## config.mk

```make
export PLATFORM = sky130hd
export DESIGN_NAME = hbsa_ctrl
export DESIGN_NICKNAME = d
export VERILOG_FILES = /design/src/hdl/hbsa_pkg.sv /design/src/hdl/hbsa_ctrl.sv
export SDC_FILE = /design/constraint.sdc
export NUM_CORES = 1
export LEC_CHECK = 0
export BUFFER_PORTS_ARGS = -buffer_cell sky130_fd_sc_hd__buf_2
export CAP_MARGIN = 20
export CORE_AREA = 5 5 42 44
export CTS_CLUSTER_DIAMETER = 50
export DETAILED_ROUTE_END_ITERATION = 10
export DIE_AREA = 0 0 47 49
export MAX_ROUTING_LAYER = met4
export PLACE_DENSITY = 0.54
export SLEW_MARGIN = 20
export SYNTH_ARGS = -nofsm -noshare
export SYNTH_HDL_FRONTEND = slang
export SYNTH_SLANG_ARGS = --single-unit
```

## constraint.sdc

```tcl
create_clock -name clk -period 3.6 [get_ports clk]
set_clock_uncertainty 0.1 [all_clocks]
set_input_delay 0.72 -clock clk [delete_from_list [all_inputs] [get_ports clk]]
set_output_delay 0.72 -clock clk [all_outputs]
set_load 0.01 [all_outputs]
```

## src/hdl/hbsa_pkg.sv

```systemverilog
// Shared types, constants and the find-first-zero helper for the slot allocator.
`default_nettype none

package hbsa_pkg;

    localparam int WORD_BITS   = 32;
    localparam int MID_WORDS   = 32;
    localparam int LEAF_WORDS  = 1024;
    localparam int SLOT_W      = 15;
    localparam int ESIZE_W     = 13;
    localparam int OFFSET_W    = 27;
    localparam int COUNT_W     = 16;
    localparam int BIT_IDX_W   = 5;
    localparam int LEAF_IDX_W  = 10;
    localparam int PROD_W      = SLOT_W + ESIZE_W;

    typedef enum logic [1:0] {
        ST_GRANTED   = 2'd0,
        ST_FULL      = 2'd1,
        ST_FREED     = 2'd2,
        ST_NOT_ALLOC = 2'd3
    } hbsa_status_t;

    typedef struct packed {
        logic accept;
        logic clr_wr;
        logic mid_rd;
        logic alloc_wr;
        logic free_wr;
        logic res_full;
        logic res_grant;
    } hbsa_cmd_t;

    typedef struct packed {
        logic top_full;
        logic mid_full;
        logic leaf_full;
        logic clr_last;
    } hbsa_stat_t;

    function automatic logic [BIT_IDX_W-1:0] ffz(input logic [WORD_BITS-1:0] w);
        logic [BIT_IDX_W-1:0] idx;
        idx = '0;
        for (int b = WORD_BITS - 1; b >= 0; b--) begin
            if (!w[b]) begin
                idx = BIT_IDX_W'(b);
            end
        end
        return idx;
    endfunction

endpackage

`default_nettype wire

```

## src/hdl/hbsa_ctrl.sv

```systemverilog
// Control state machine that sequences clearing, allocate and free requests.
`default_nettype none

module hbsa_ctrl
    import hbsa_pkg::*;
(
    input  wire logic       clk,
    input  wire logic       rst_n,
    input  wire logic       start,
    input  wire logic       mode,
    input  wire hbsa_stat_t stat,
    output hbsa_cmd_t       cmd,
    output logic            busy
);

    typedef enum logic [2:0] {
        S_CLEAR,
        S_IDLE,
        S_MID,
        S_LEAF,
        S_MUL,
        S_FREE
    } state_t;

    state_t state_reg;
    state_t state_next;

    always_comb
    begin
        cmd        = '0;
        state_next = state_reg;
        case (state_reg)
            S_CLEAR:
            begin
                cmd.clr_wr = 1'b1;
                if (stat.clr_last)
                begin
                    state_next = S_IDLE;
                end
            end
            S_IDLE:
            begin
                if (start)
                begin
                    cmd.accept = 1'b1;
                    if (mode)
                    begin
                        state_next = S_FREE;
                    end
                    else if (stat.top_full)
                    begin
                        cmd.res_full = 1'b1;
                    end
                    else
                    begin
                        state_next = S_MID;
                    end
                end
            end
            S_MID:
            begin
                state_next = S_IDLE;
                if (stat.mid_full)
                begin
                    cmd.res_full = 1'b1;
                end
                else
                begin
                    cmd.mid_rd = 1'b1;
                    state_next = S_LEAF;
                end
            end
            S_LEAF:
            begin
                state_next = S_IDLE;
                if (stat.leaf_full)
                begin
                    cmd.res_full = 1'b1;
                end
                else
                begin
                    cmd.alloc_wr = 1'b1;
                    state_next = S_MUL;
                end
            end
            S_MUL:
            begin
                cmd.res_grant = 1'b1;
                state_next    = S_IDLE;
            end
            S_FREE:
            begin
                cmd.free_wr = 1'b1;
                state_next  = S_IDLE;
            end
            default:
            begin
                state_next = S_IDLE;
            end
        endcase
    end

    assign busy = (state_reg != S_IDLE);

    always_ff @(posedge clk or negedge rst_n)
    begin
        if (!rst_n)
        begin
            state_reg <= S_CLEAR;
        end
        else
        begin
            state_reg <= state_next;
        end
    end

endmodule

`default_nettype wire

```

# Word level (Yosys, flattened, before mapping)
# Cells that the tools add are included.
# totals
out_inout_bits,8
in_bits,8
word_cells,34
reg_bits,3
# op_classes
reduce_logical,2
muxes,22
eq_ne,9
# ops
op,count
$mux 3,5
$mux 1,14
$pmux 3 s4,1
$eq 3x2->1 const B,2
$eq 3x3->1 const B,2
$ne 2x2->1 const B,2
$eq 3x1->1 const B,1
$logic_not 3->1,1
$ne 3x1->1 const B,1
$ne 3x3->1 const B,1
$pmux 1 s3,1
$reduce_and 3->1,1
$mux 2,1

# Logic depth before layout (Yosys ltp)
# Gate-level depths: netlist of the first run.
# depth
word_depth,4
mapped_depth,4

# Worst setup path after synthesis of the first run
# Ideal clock, no wire load.
# synth_timing
path_type,in2out
from,input port stat[1] (netlist name)
to,output port cmd[3] (netlist name)
setup_slack_ns,1.675
cell_stages,2
arrival_ns,1.105
required_time_ns,2.780
cell_sequence,or2b_1 -> nor2_1
# synth_rtl
item,line,source
start: declaration,hbsa_ctrl.sv:11,"input wire hbsa_stat_t stat,"
end: declaration,hbsa_ctrl.sv:12,"output hbsa_cmd_t cmd,"

==> flow_summary_export.csv, run 1 <==
group,metric,value,unit
setup_path,cp_max_fo,10,
timing,final.min_clock_period,2263,ps
timing,relSlewSlack,77.33,%
setup_path,path_cells,"nor2b_4 > and3b_4 > o2bb2ai_2 > buf_2",
yosys,ys_ff_latch,3,
finish,layout-drive-gt1-share,48.94,%
power,pwr-share-clk,19.6,%
finish,nets,56,
global_route,grt_max_degree,11,
power,comb_power_share,52.6,%
yosys,synth_nets,38,
finish,fill_cells,169,
drt,wl,652,um
floorplanning,ios,16,
floorplanning,rows,14,
power,p_sw,120.8,uW
finish,largest_reg_flops,3,
clock_network,clock_sinks,3,
drt,wl_met2,270,um
global_route,gr-total-overflow,0,
clock_network,clkTransAtPathRegs,40,ps
floorplanning,core_area,0.001401,mm2
flow_run,cap_violations,0,
finish,layout_commonest_cell,"buf_2",
global_route,grt_pass1_wl,1097,um
timing,max_freq,0.4419,GHz
power,power_density,772.2,mW/mm2
power,p_int,177.8,uW
clock_network,cts_setup_buffers,0,
timing,post-route-period-util,62.87,%
yosys,synth_cell_types,20,
finish,diodes,0,
timing,tightest_slew,340.0,ps
timing,rsz0062_at_grt,"no",
setup_path,startpoint_type,"register",
drt,vias,262,
yosys,avgSynthCellArea,9.384,um2
drt,dr.pass1.iters,3,
power,seq_power_share,27.8,%
drt,wl_met3,56,um
floorplanning,die_y,49,um
finish,utilization,27.59,%
clock_network,cts_buffers,3,
setup_path,crit_path_end_kind,"output pin",
setup_path,crit_type,"reg2out",
drt,m1WireLength,325,um
global_route,antenna_found_initial,0,
power,switching_share,40.46,%
setup_path,critPathSlowestCell,"dfrtp_1",
timing,setup_viol,0,
timing,final.setup.tns,0,ps
timing,hold_violations,0,
placed_design,gp_congestion,0.7087,
power,power.leakage,0.2051,nW
yosys,ys_seq_area_share,26.67,%
drt,ant_nets,0,
outcome,outcome,"finished clean",
yosys,synth_area,281.5,um2
floorplanning,die_w,47,um
drt,vias_per_cell,4.159,
setup_path,worstPathArrival,1440,ps
finish,area_growth,37.33,%
yosys,yosys_warnings,0,
clock_network,htree_levels,1,
clock_network,cts_resized,0,
placed_design,io_buffers,15,
clock_network,clock_path_buffers,2,
drt,highest_layer,"met3",
clock_network,clk_latency,230,ps
clock_network,cts_tree,"yes",
global_route,grt_pass1_vias,279,
timing,drv_slew,0,
drt,drc_errors,0,
finish,mostFrequentLayoutCells,"buf_2 (15), mux2i_1 (3), clkbuf_4 (3), dfrtp_1 (3)",
floorplanning,start_util,20.09,%
hold_path,hold_path_class,"in2async",
clock_network,holdBufCountCts,0,
drt,wl_per_cell,10.35,um
drt,dr.first_iter.drc_count,1,
yosys,synthCells,30,
setup_path,max_stage_delay,510,ps
power,ir_drop,0.2012,mV
clock_network,root_buffer,"clkbuf_4",
floorplanning,die_area,0.002303,mm2
placed_design,post-dp-hpwl,500,um
setup_path,worstPathRequired,2780,ps
setup_path,r2r_slack,2340,ps
global_route,grtUsageTotal,6.734,%
power groups by stage:
stage                     Clock (mW)  Combinational [mW]  Sequential [mW]
after CTS                     0.0628               0.159           0.0839
after global placement             0               0.158           0.0843
after floorplan                    0               0.147           0.0570
after detailed placement           0               0.159           0.0851
after global routing          0.0627               0.174           0.0908
final                         0.0584               0.157           0.0831
metrics by stage:
step	hold slack, ps	instance area, um2	instances	worst slack (ps)	total power, mW
floorplan	324.4	281.5	30	1675	0.2038
finish	175.6	386.6	63	1337	0.2985
CTS	165.0	386.6	63	1314	0.3059
global route	177.5	386.6	63	1215	0.3277
global placement	416.2	360.3	59	1478	0.2421
detailed placement	416.8	360.3	59	1473	0.2437
cells in the mapped netlist:
library cell / number / area share (%)
dfrtp_1: 3 / 27
nand2b_1: 2 / 4.4
nand2_1: 1 / 1.3
o22ai_2: 1 / 4.4
nor2b_4: 1 / 4.9
o2bb2ai_2: 1 / 5.3
buf_6: 1 / 4.0
o211ai_1: 1 / 2.7
and3_1: 1 / 2.2
mux2i_1: 3 / 11
or2b_1: 2 / 5.3
inv_1: 1 / 1.3
nor2_1: 2 / 2.7
nor3_1: 2 / 3.6
and2_2: 1 / 2.7
buf_2: 1 / 1.8
a21oi_1: 1 / 1.8
and3b_4: 1 / 4.4
nor2b_1: 2 / 4.4
nor3b_1: 2 / 5.3
path summary, 6_finish.rpt:
| kind | end | cells past startpoint | from |
|---|---|---|---|
| max | cmd[1] | 4 | state_reg[0]$_DFFE_PN0P_ |
| min | state_reg[0]$_DFFE_PN0P_ | 1 | rst_n |
| max reg2reg | state_reg[2]$_DFFE_PN0P_ | 3 | state_reg[0]$_DFFE_PN0P_ |
| min reg2reg | state_reg[0]$_DFFE_PN0P_ | 2 | state_reg[2]$_DFFE_PN0P_ |
| max in group asynchronous | state_reg[1]$_DFFE_PN0P_ | 1 | rst_n |
| min in group clk | state_reg[0]$_DFFE_PN0P_ | 2 | state_reg[2]$_DFFE_PN0P_ |
per-layer routing:
metal	up-vias	GRT usage [%]
met1	110	9.091
met5	-	-
met4	0	6.912
li1	141	-
met2	11	8.371
met3	0	0
cells by family after synthesis:
family          synth area share [%]
flops                          26.67
buf+inv                        7.108
compound gates                 14.22
mux                            10.67
simple gates                   41.33
critical path: cells and delay by family, from the launching register on:
kind                   cells  cell delay (ps)
flip-flops                 1              510
AND/OR/NAND/NOR            2              460
buffers and inverters      1              140
AO/OA/AOI/OAI              1              100
area by class of cell:
type                            instances  area, um2  area share (%)
Clock buffer                            4      26.28           6.796
Inverter                                1      3.754          0.9709
Multi-Input combinational cell         24      186.4           48.22
Sequential cell                         3      75.07           19.42
Tap cell                               16      20.02           5.178
Timing Repair Buffer                   15      75.07           19.42
Power figures use the tool's default switching activity.
==> run 2, diff against run 1 <==
==> constraint.sdc (replaced) <==
create_clock -name clk -period 2.3 [get_ports clk]
set_clock_uncertainty 0.1 [all_clocks]
set_input_delay 0.46 -clock clk [delete_from_list [all_inputs] [get_ports clk]]
set_output_delay 0.46 -clock clk [all_outputs]
set_load 0.01 [all_outputs]
==> run 2 against run 1 <==
  * Sequential cell count unchanged
  * Sequential power grew 54%
  * Via count decreased by 1.1%
  * Sequential share of layout area is 0.49 points lower
  * Setup slack got worse by 1000 ps
  * Non-clock buffer count is 1 higher
  * Core utilization increased by 0.71 points
  * Hold slack improved by 270 ps
  * Routed wire length shrank 8.3%
  * Register-to-register slack worse by 1300 ps
  * Critical path type unchanged
==> flow_summary_export.csv, run 2 (synthesized netlist as in run 1, its figures left out) <==
group,metric,value,unit
setup_path,max_stage_delay,500,ps
setup_path,critPathTopFamily,"flip-flops",
finish,area_growth,40.89,%
power,power.leakage,0.2092,nW
global_route,antenna_found_initial,0,
global_route,grt_pass1_wl,972,um
clock_network,cts_tree,"yes",
floorplanning,die_y,49,um
setup_path,worstPathRequired,1740,ps
setup_path,crit_type,"reg2out",
setup_path,worstPathArrival,1410,ps
finish,fill_cells,163,
clock_network,htree_levels,1,
timing,drv_slew,0,
timing,tightest_slew,337.0,ps
finish,final_area,396.6,um2
placed_design,io_buffers,15,
floorplanning,core_area,0.001401,mm2
timing,setup_viol,0,
power,ir_drop,0.2905,mV
setup_path,crit_path_end_kind,"output pin",
finish,layout_commonest_cell,"buf_2",
timing,whs,446.0,ps
drt,wl_per_cell,9.344,um
clock_network,clock_path_buffers,2,
global_route,gr-total-overflow,0,
finish,diodes,0,
floorplanning,ios,16,
drt,vias_per_cell,4.047,
drt,ant_nets,0,
timing,final.setup.tns,0,ps
finish,mostFrequentLayoutCells,"buf_2 (15), mux2i_1 (3), clkbuf_4 (3), dfrtp_1 (3)",
placed_design,place_area,360.3,um2
floorplanning,rows,14,
clock_network,clock_sinks,3,
timing,final.min_clock_period,1973,ps
outcome,outcome,"finished clean",
finish,layout-drive-gt1-share,47.92,%
setup_path,cp_max_fo,10,
clock_network,clk_latency,230,ps
timing,post-route-period-util,85.78,%
finish,nets,57,
drt,dr.first_iter.drc_count,2,
placed_design,post-dp-hpwl,490.1,um
hold_path,hold_path_class,"in2async",
drt,dr.pass1.iters,2,
global_route,grt_pass1_vias,261,
drt,wl,598,um
floorplanning,start_util,20.09,%
clock_network,root_buffer,"clkbuf_4",
setup_path,worstRegToRegCells,3,
flow_run,cap_violations,0,
clock_network,cts_resized,0,
floorplanning,die_area,0.002303,mm2
global_route,grtUsageTotal,6.078,%
timing,relSlewSlack,77.54,%
timing,max_freq,0.5068,GHz
setup_path,critPathSlowestCell,"dfrtp_1",
setup_path,startpoint_type,"register",
setup_path,path_cells,"nor2b_4 > and3b_4 > o2bb2ai_2 > buf_2",
floorplanning,die_w,47,um
clock_network,cts_buffers,3,
timing,hold_violations,0,
power,power_density,1170,mW/mm2
global_route,grt_max_degree,11,
clock_network,clkTransAtPathRegs,40,ps
drt,vias,259,
setup_path,path_buf_inv,1,
setup_path,r2r_start,"state_reg[0]$_DFFE_PN0P_",
setup_path,regToRegEndpoint,"state_reg[2]$_DFFE_PN0P_",
drt,drc_errors,0,
setup_path,r2r_slack,1080,ps
timing,rsz0062_at_grt,"no",
finish,largest_reg_flops,3,
placed_design,gp_congestion,0.7142,
[run 2: final cells by class]
cell class                      instances  area (um2)  share of cell area, %
Clock buffer                            4       26.28                  6.625
Inverter                                1       3.754                 0.9464
Timing Repair Buffer                   16       85.08                  21.45
Sequential cell                         3       75.07                  18.93
Tap cell                               16       20.02                  5.047
Multi-Input combinational cell         24       186.4                  47.00
[run 2: stage by stage]
step | power, mW | std cells | setup slack [ps] | util (%)
after CTS | 0.4749 | 64 | 306.8 | 28.30
after detailed placement | 0.3776 | 59 | 547.9 | 25.71
after floorplan | 0.3190 | 30 | 749.2 | -
final | 0.4639 | 64 | 327.0 | 28.30
after global placement | 0.3773 | 59 | 578.6 | 25.71
after global routing | 0.5111 | 64 | 231.8 | 28.30
[run 2: worst max path at each step]
stage	slack, ps	depth (start not counted)	from	endpoint
6_report	330	4	state_reg[0]$_DFFE_PN0P_	cmd[1]
5_1_grt	230	4	state_reg[0]$_DFFE_PN0P_	cmd[1]
3_3_place_gp	580	4	state_reg[0]$_DFFE_PN0P_	cmd[1]
3_5_place_dp	550	4	state_reg[0]$_DFFE_PN0P_	cmd[1]
4_1_cts	310	4	state_reg[0]$_DFFE_PN0P_	cmd[1]
2_1_floorplan	750	4	state_reg[1]$_DFFE_PN0P_	cmd[1]
[run 2: repair_timing]
item                                    4_1_cts  5_1_grt
endpoints found under the setup margin        0        0
hold buffers                                  1        0
hold endpoints to repair                      3        0
buffers inserted                              0        0
[run 2: metal layers]
layer	GRT usage, %	up-vias	part of all wire, %	routed length (um)
met4	6.912	0	0	0
met1	7.301	107	42	251
met3	0.3690	0	13	80
met5	-	-	0	0
met2	7.919	11	44	266
li1	-	141	-	-
[run 2: report_power, final]
part | switching [mW] | internal [mW]
Clock | 0.0267 | 0.0650
Sequential | 0.0528 | 0.0750
Combinational | 0.105 | 0.139
==> run 3, diff against run 2 <==
--- a/config.mk
+++ b/config.mk
@@ -5,6 +5,7 @@
 export SDC_FILE = /design/constraint.sdc
 export NUM_CORES = 1
 export LEC_CHECK = 0
+export ABC_AREA = 1
 export BUFFER_PORTS_ARGS = -buffer_cell sky130_fd_sc_hd__buf_2
 export CAP_MARGIN = 20
 export CORE_AREA = 5 5 42 44
@@ -12,7 +13,7 @@
 export DETAILED_ROUTE_END_ITERATION = 10
 export DIE_AREA = 0 0 47 49
 export MAX_ROUTING_LAYER = met4
-export PLACE_DENSITY = 0.54
+export PLACE_DENSITY = 0.53
 export SLEW_MARGIN = 20
 export SYNTH_ARGS = -nofsm -noshare
 export SYNTH_HDL_FRONTEND = slang
==> run 3 against run 2 <==
  * Cell area grew 0.32%
  * Clock power grew 4.8%
  * Routed wire length grew 23%
  * Area after synthesis shrank 5.3%
  * Critical path type unchanged
  * Critical endpoint unchanged
  * Largest power group unchanged
  * Highest routed layer is now met4
==> flow_summary_export.csv, run 3 <==
group,metric,value,unit
outcome,outcome,"finished clean",
floorplanning,ios,16,
global_route,grtUsageTotal,7.592,%
yosys,avgSynthCellArea,5.794,um2
clock_network,cts_setup_buffers,0,
finish,mostFrequentLayoutCells,"buf_2 (15), nor2_1 (12), inv_1 (10), nand2_1 (10), nand3_1 (4)",
timing,hold_violations,0,
global_route,grt_pass1_wl,1159,um
yosys,yosys_warnings,0,
clock_network,clkTransAtPathRegs,40,ps
yosys,ys.flop_type,"dfrtp_1",
power,switching_share,47.95,%
clock_network,cts_buffers,3,
setup_path,worstPathArrival,1210,ps
power,ir_drop,0.2882,mV
yosys,synth.most_common_cell,"nor2_1",
yosys,synthCells,46,
global_route,grt_pass1_vias,290,
finish,fill_cells,165,
power,comb_power_share,55.0,%
drt,ant_nets,0,
yosys,synth_commonest_cells,"nor2_1 (12), inv_1 (10), nand2_1 (10), nand3_1 (4), dfrtp_1 (3)",
timing,max_freq,0.5638,GHz
setup_path,cp_common_cell,"inv_2",
clock_network,clock_path_buffers,2,
yosys,synth_nets,54,
timing,relSlewSlack,85.55,%
setup_path,startpoint_type,"register",
yosys,ys_seq_area_share,28.17,%
drt,dr.pass1.iters,2,
placed_design,post-dp-hpwl,610.2,um
clock_network,clock_sinks,3,
yosys,synth_cell_types,11,
global_route,gr-usage-met1,8.609,%
yosys,synth_top_area_share,28.17,%
drt,wl,738,um
finish,area_growth,49.30,%
timing,tightest_slew,216.7,ps
global_route,grt_max_degree,6,
hold_path,hold_path_class,"in2async",
drt,vias_per_cell,4.037,
drt,dr.first_iter.drc_count,1,
yosys,synth_area,266.5,um2
clock_network,root_buffer,"clkbuf_4",
finish,layout-drive-gt1-share,33.33,%
finish,regArea,75.07,um2
drt,wl_per_cell,9.000,um
timing,final.min_clock_period,1774,ps
finish,nets,75,
clock_network,cts_resized,0,
floorplanning,rows,14,
power,pwr-share-clk,21.6,%
finish,final_area,397.9,um2
yosys,yosys.area.top_type,"dfrtp_1",
power,p_int,231.7,uW
global_route,antenna_found_initial,0,
timing,setup_viol,0,
timing,rsz0062_at_grt,"no",
power,seq_power_share,23.4,%
drt,vias,331,
placed_design,io_buffers,15,
power,power_density,1119,mW/mm2
finish,largest_reg_flops,3,
floorplanning,die_y,49,um
yosys,ys_ff_latch,3,
power,p_sw,213.5,uW
clock_network,htree_levels,1,
finish,diodes,0,
placed_design,place_area,361.6,um2
drt,drc_errors,0,
setup_path,crit_path_end_kind,"output pin",
setup_path,r2r_slack,1150,ps
yosys,synth_area_leaders,"dfrtp_1 (28%), nor2_1 (17%), inv_1 (14%), nand2_1 (14%), nand3_1 (7.5%)",
power,power.leakage,0.2620,nW
floorplanning,die_area,0.002303,mm2
timing,final.setup.tns,0,ps
setup_path,path_cells,"inv_2 > nand3_4 > inv_2 > nand2_1 > nand3_1 > buf_2",
clock_network,cts_tree,"yes",
global_route,gr-total-overflow,0,
yosys,synthArstFlopShare,100.0,%
floorplanning,core_area,0.001401,mm2
clock_network,clk_latency,240,ps
yosys,synth_edf_count,0,
setup_path,crit_type,"reg2out",
global_route,grt_use_met3,1.107,%
finish,layout_commonest_cell,"buf_2",
setup_path,cp_max_fo,5,
clock_network,holdBufCountCts,1,
setup_path,worstPathRequired,1740,ps
timing,post-route-period-util,77.12,%
floorplanning,start_util,19.02,%
placed_design,gp_congestion,0.7494,
global_route,grt_busiest_layer,"met2",
finish,multi_input_area,146.4,um2
flow_run,cap_violations,0,
timing,drv_slew,0,
setup_path,critPathSlowestCell,"dfrtp_1",
setup_path,max_stage_delay,430,ps
global_route,grtUsageMet2,10.18,%
floorplanning,die_w,47,um
==> run 3: critical path: cells and delay by family (launching register included) <==
family,cells,cell delay (ps)
DFF,1,430
buffers and inverters,3,330
and+or+nand+nor,3,220
==> run 3: cells by family after synthesis <==
group | share of synthesized area [%]
and+or+nand+nor | 53.05
DFF | 28.17
buffers and inverters | 16.90
AOI/OAI and AO/OA | 1.876
==> run 3: path summary, 6_finish.rpt <==
check | endpoint | depth (start not counted) | startpoint
worst max-delay path | cmd[1] | 6 | state_reg[2]$_DFFE_PN0P_
worst min-delay path | state_reg[2]$_DFFE_PN0P_ | 2 | rst_n
worst max register to register | state_reg[1]$_DFFE_PN0P_ | 6 | state_reg[2]$_DFFE_PN0P_
worst min register to register | state_reg[2]$_DFFE_PN0P_ | 3 | state_reg[2]$_DFFE_PN0P_
max in group asynchronous | state_reg[1]$_DFFE_PN0P_ | 2 | rst_n
min in group clk | state_reg[2]$_DFFE_PN0P_ | 4 | stat[1]
==> run 3: area by class of cell <==
class / count / share of cell area [%]
sequential: 3 / 18.87
clock buffer: 4 / 6.604
tap: 16 / 5.031
timing repair buffer: 16 / 21.38
multi-input combinational: 31 / 36.79
inverter: 12 / 11.32
==> run 3: stage by stage <==
stage | setup slack [ps] | cells | hold slack [ps] | power (mW) | util (%)
finish | 526.2 | 82 | 445.1 | 0.4451 | 28.39
global route | 430.9 | 82 | 479.2 | 0.4956 | 28.39
CTS | 499.1 | 82 | 439.0 | 0.4599 | 28.39
detailed placement | 658.7 | 77 | 157.5 | 0.3555 | 25.80
global placement | 691.8 | 77 | 156.8 | 0.3501 | 25.80
floorplan | 910.5 | 46 | 64.41 | 0.2696 | -
==> run 3: routing by layer <==
| layer | wire, um | vias to the layer above |
|---|---|---|
| met4 | 24 | 0 |
| met3 | 35 | 2 |
| met1 | 315 | 145 |
| li1 | - | 176 |
| met5 | 0 | - |
| met2 | 362 | 8 |
==> run 3: power by group through the flow <==
stage / clock network [mW] / logic [mW] / registers [mW]
after detailed placement: 0 / 0.249 / 0.106
after global placement: 0 / 0.246 / 0.104
after floorplan: 0 / 0.172 / 0.0975
after global routing: 0.103 / 0.283 / 0.109
final: 0.0961 / 0.245 / 0.104
after CTS: 0.103 / 0.251 / 0.106
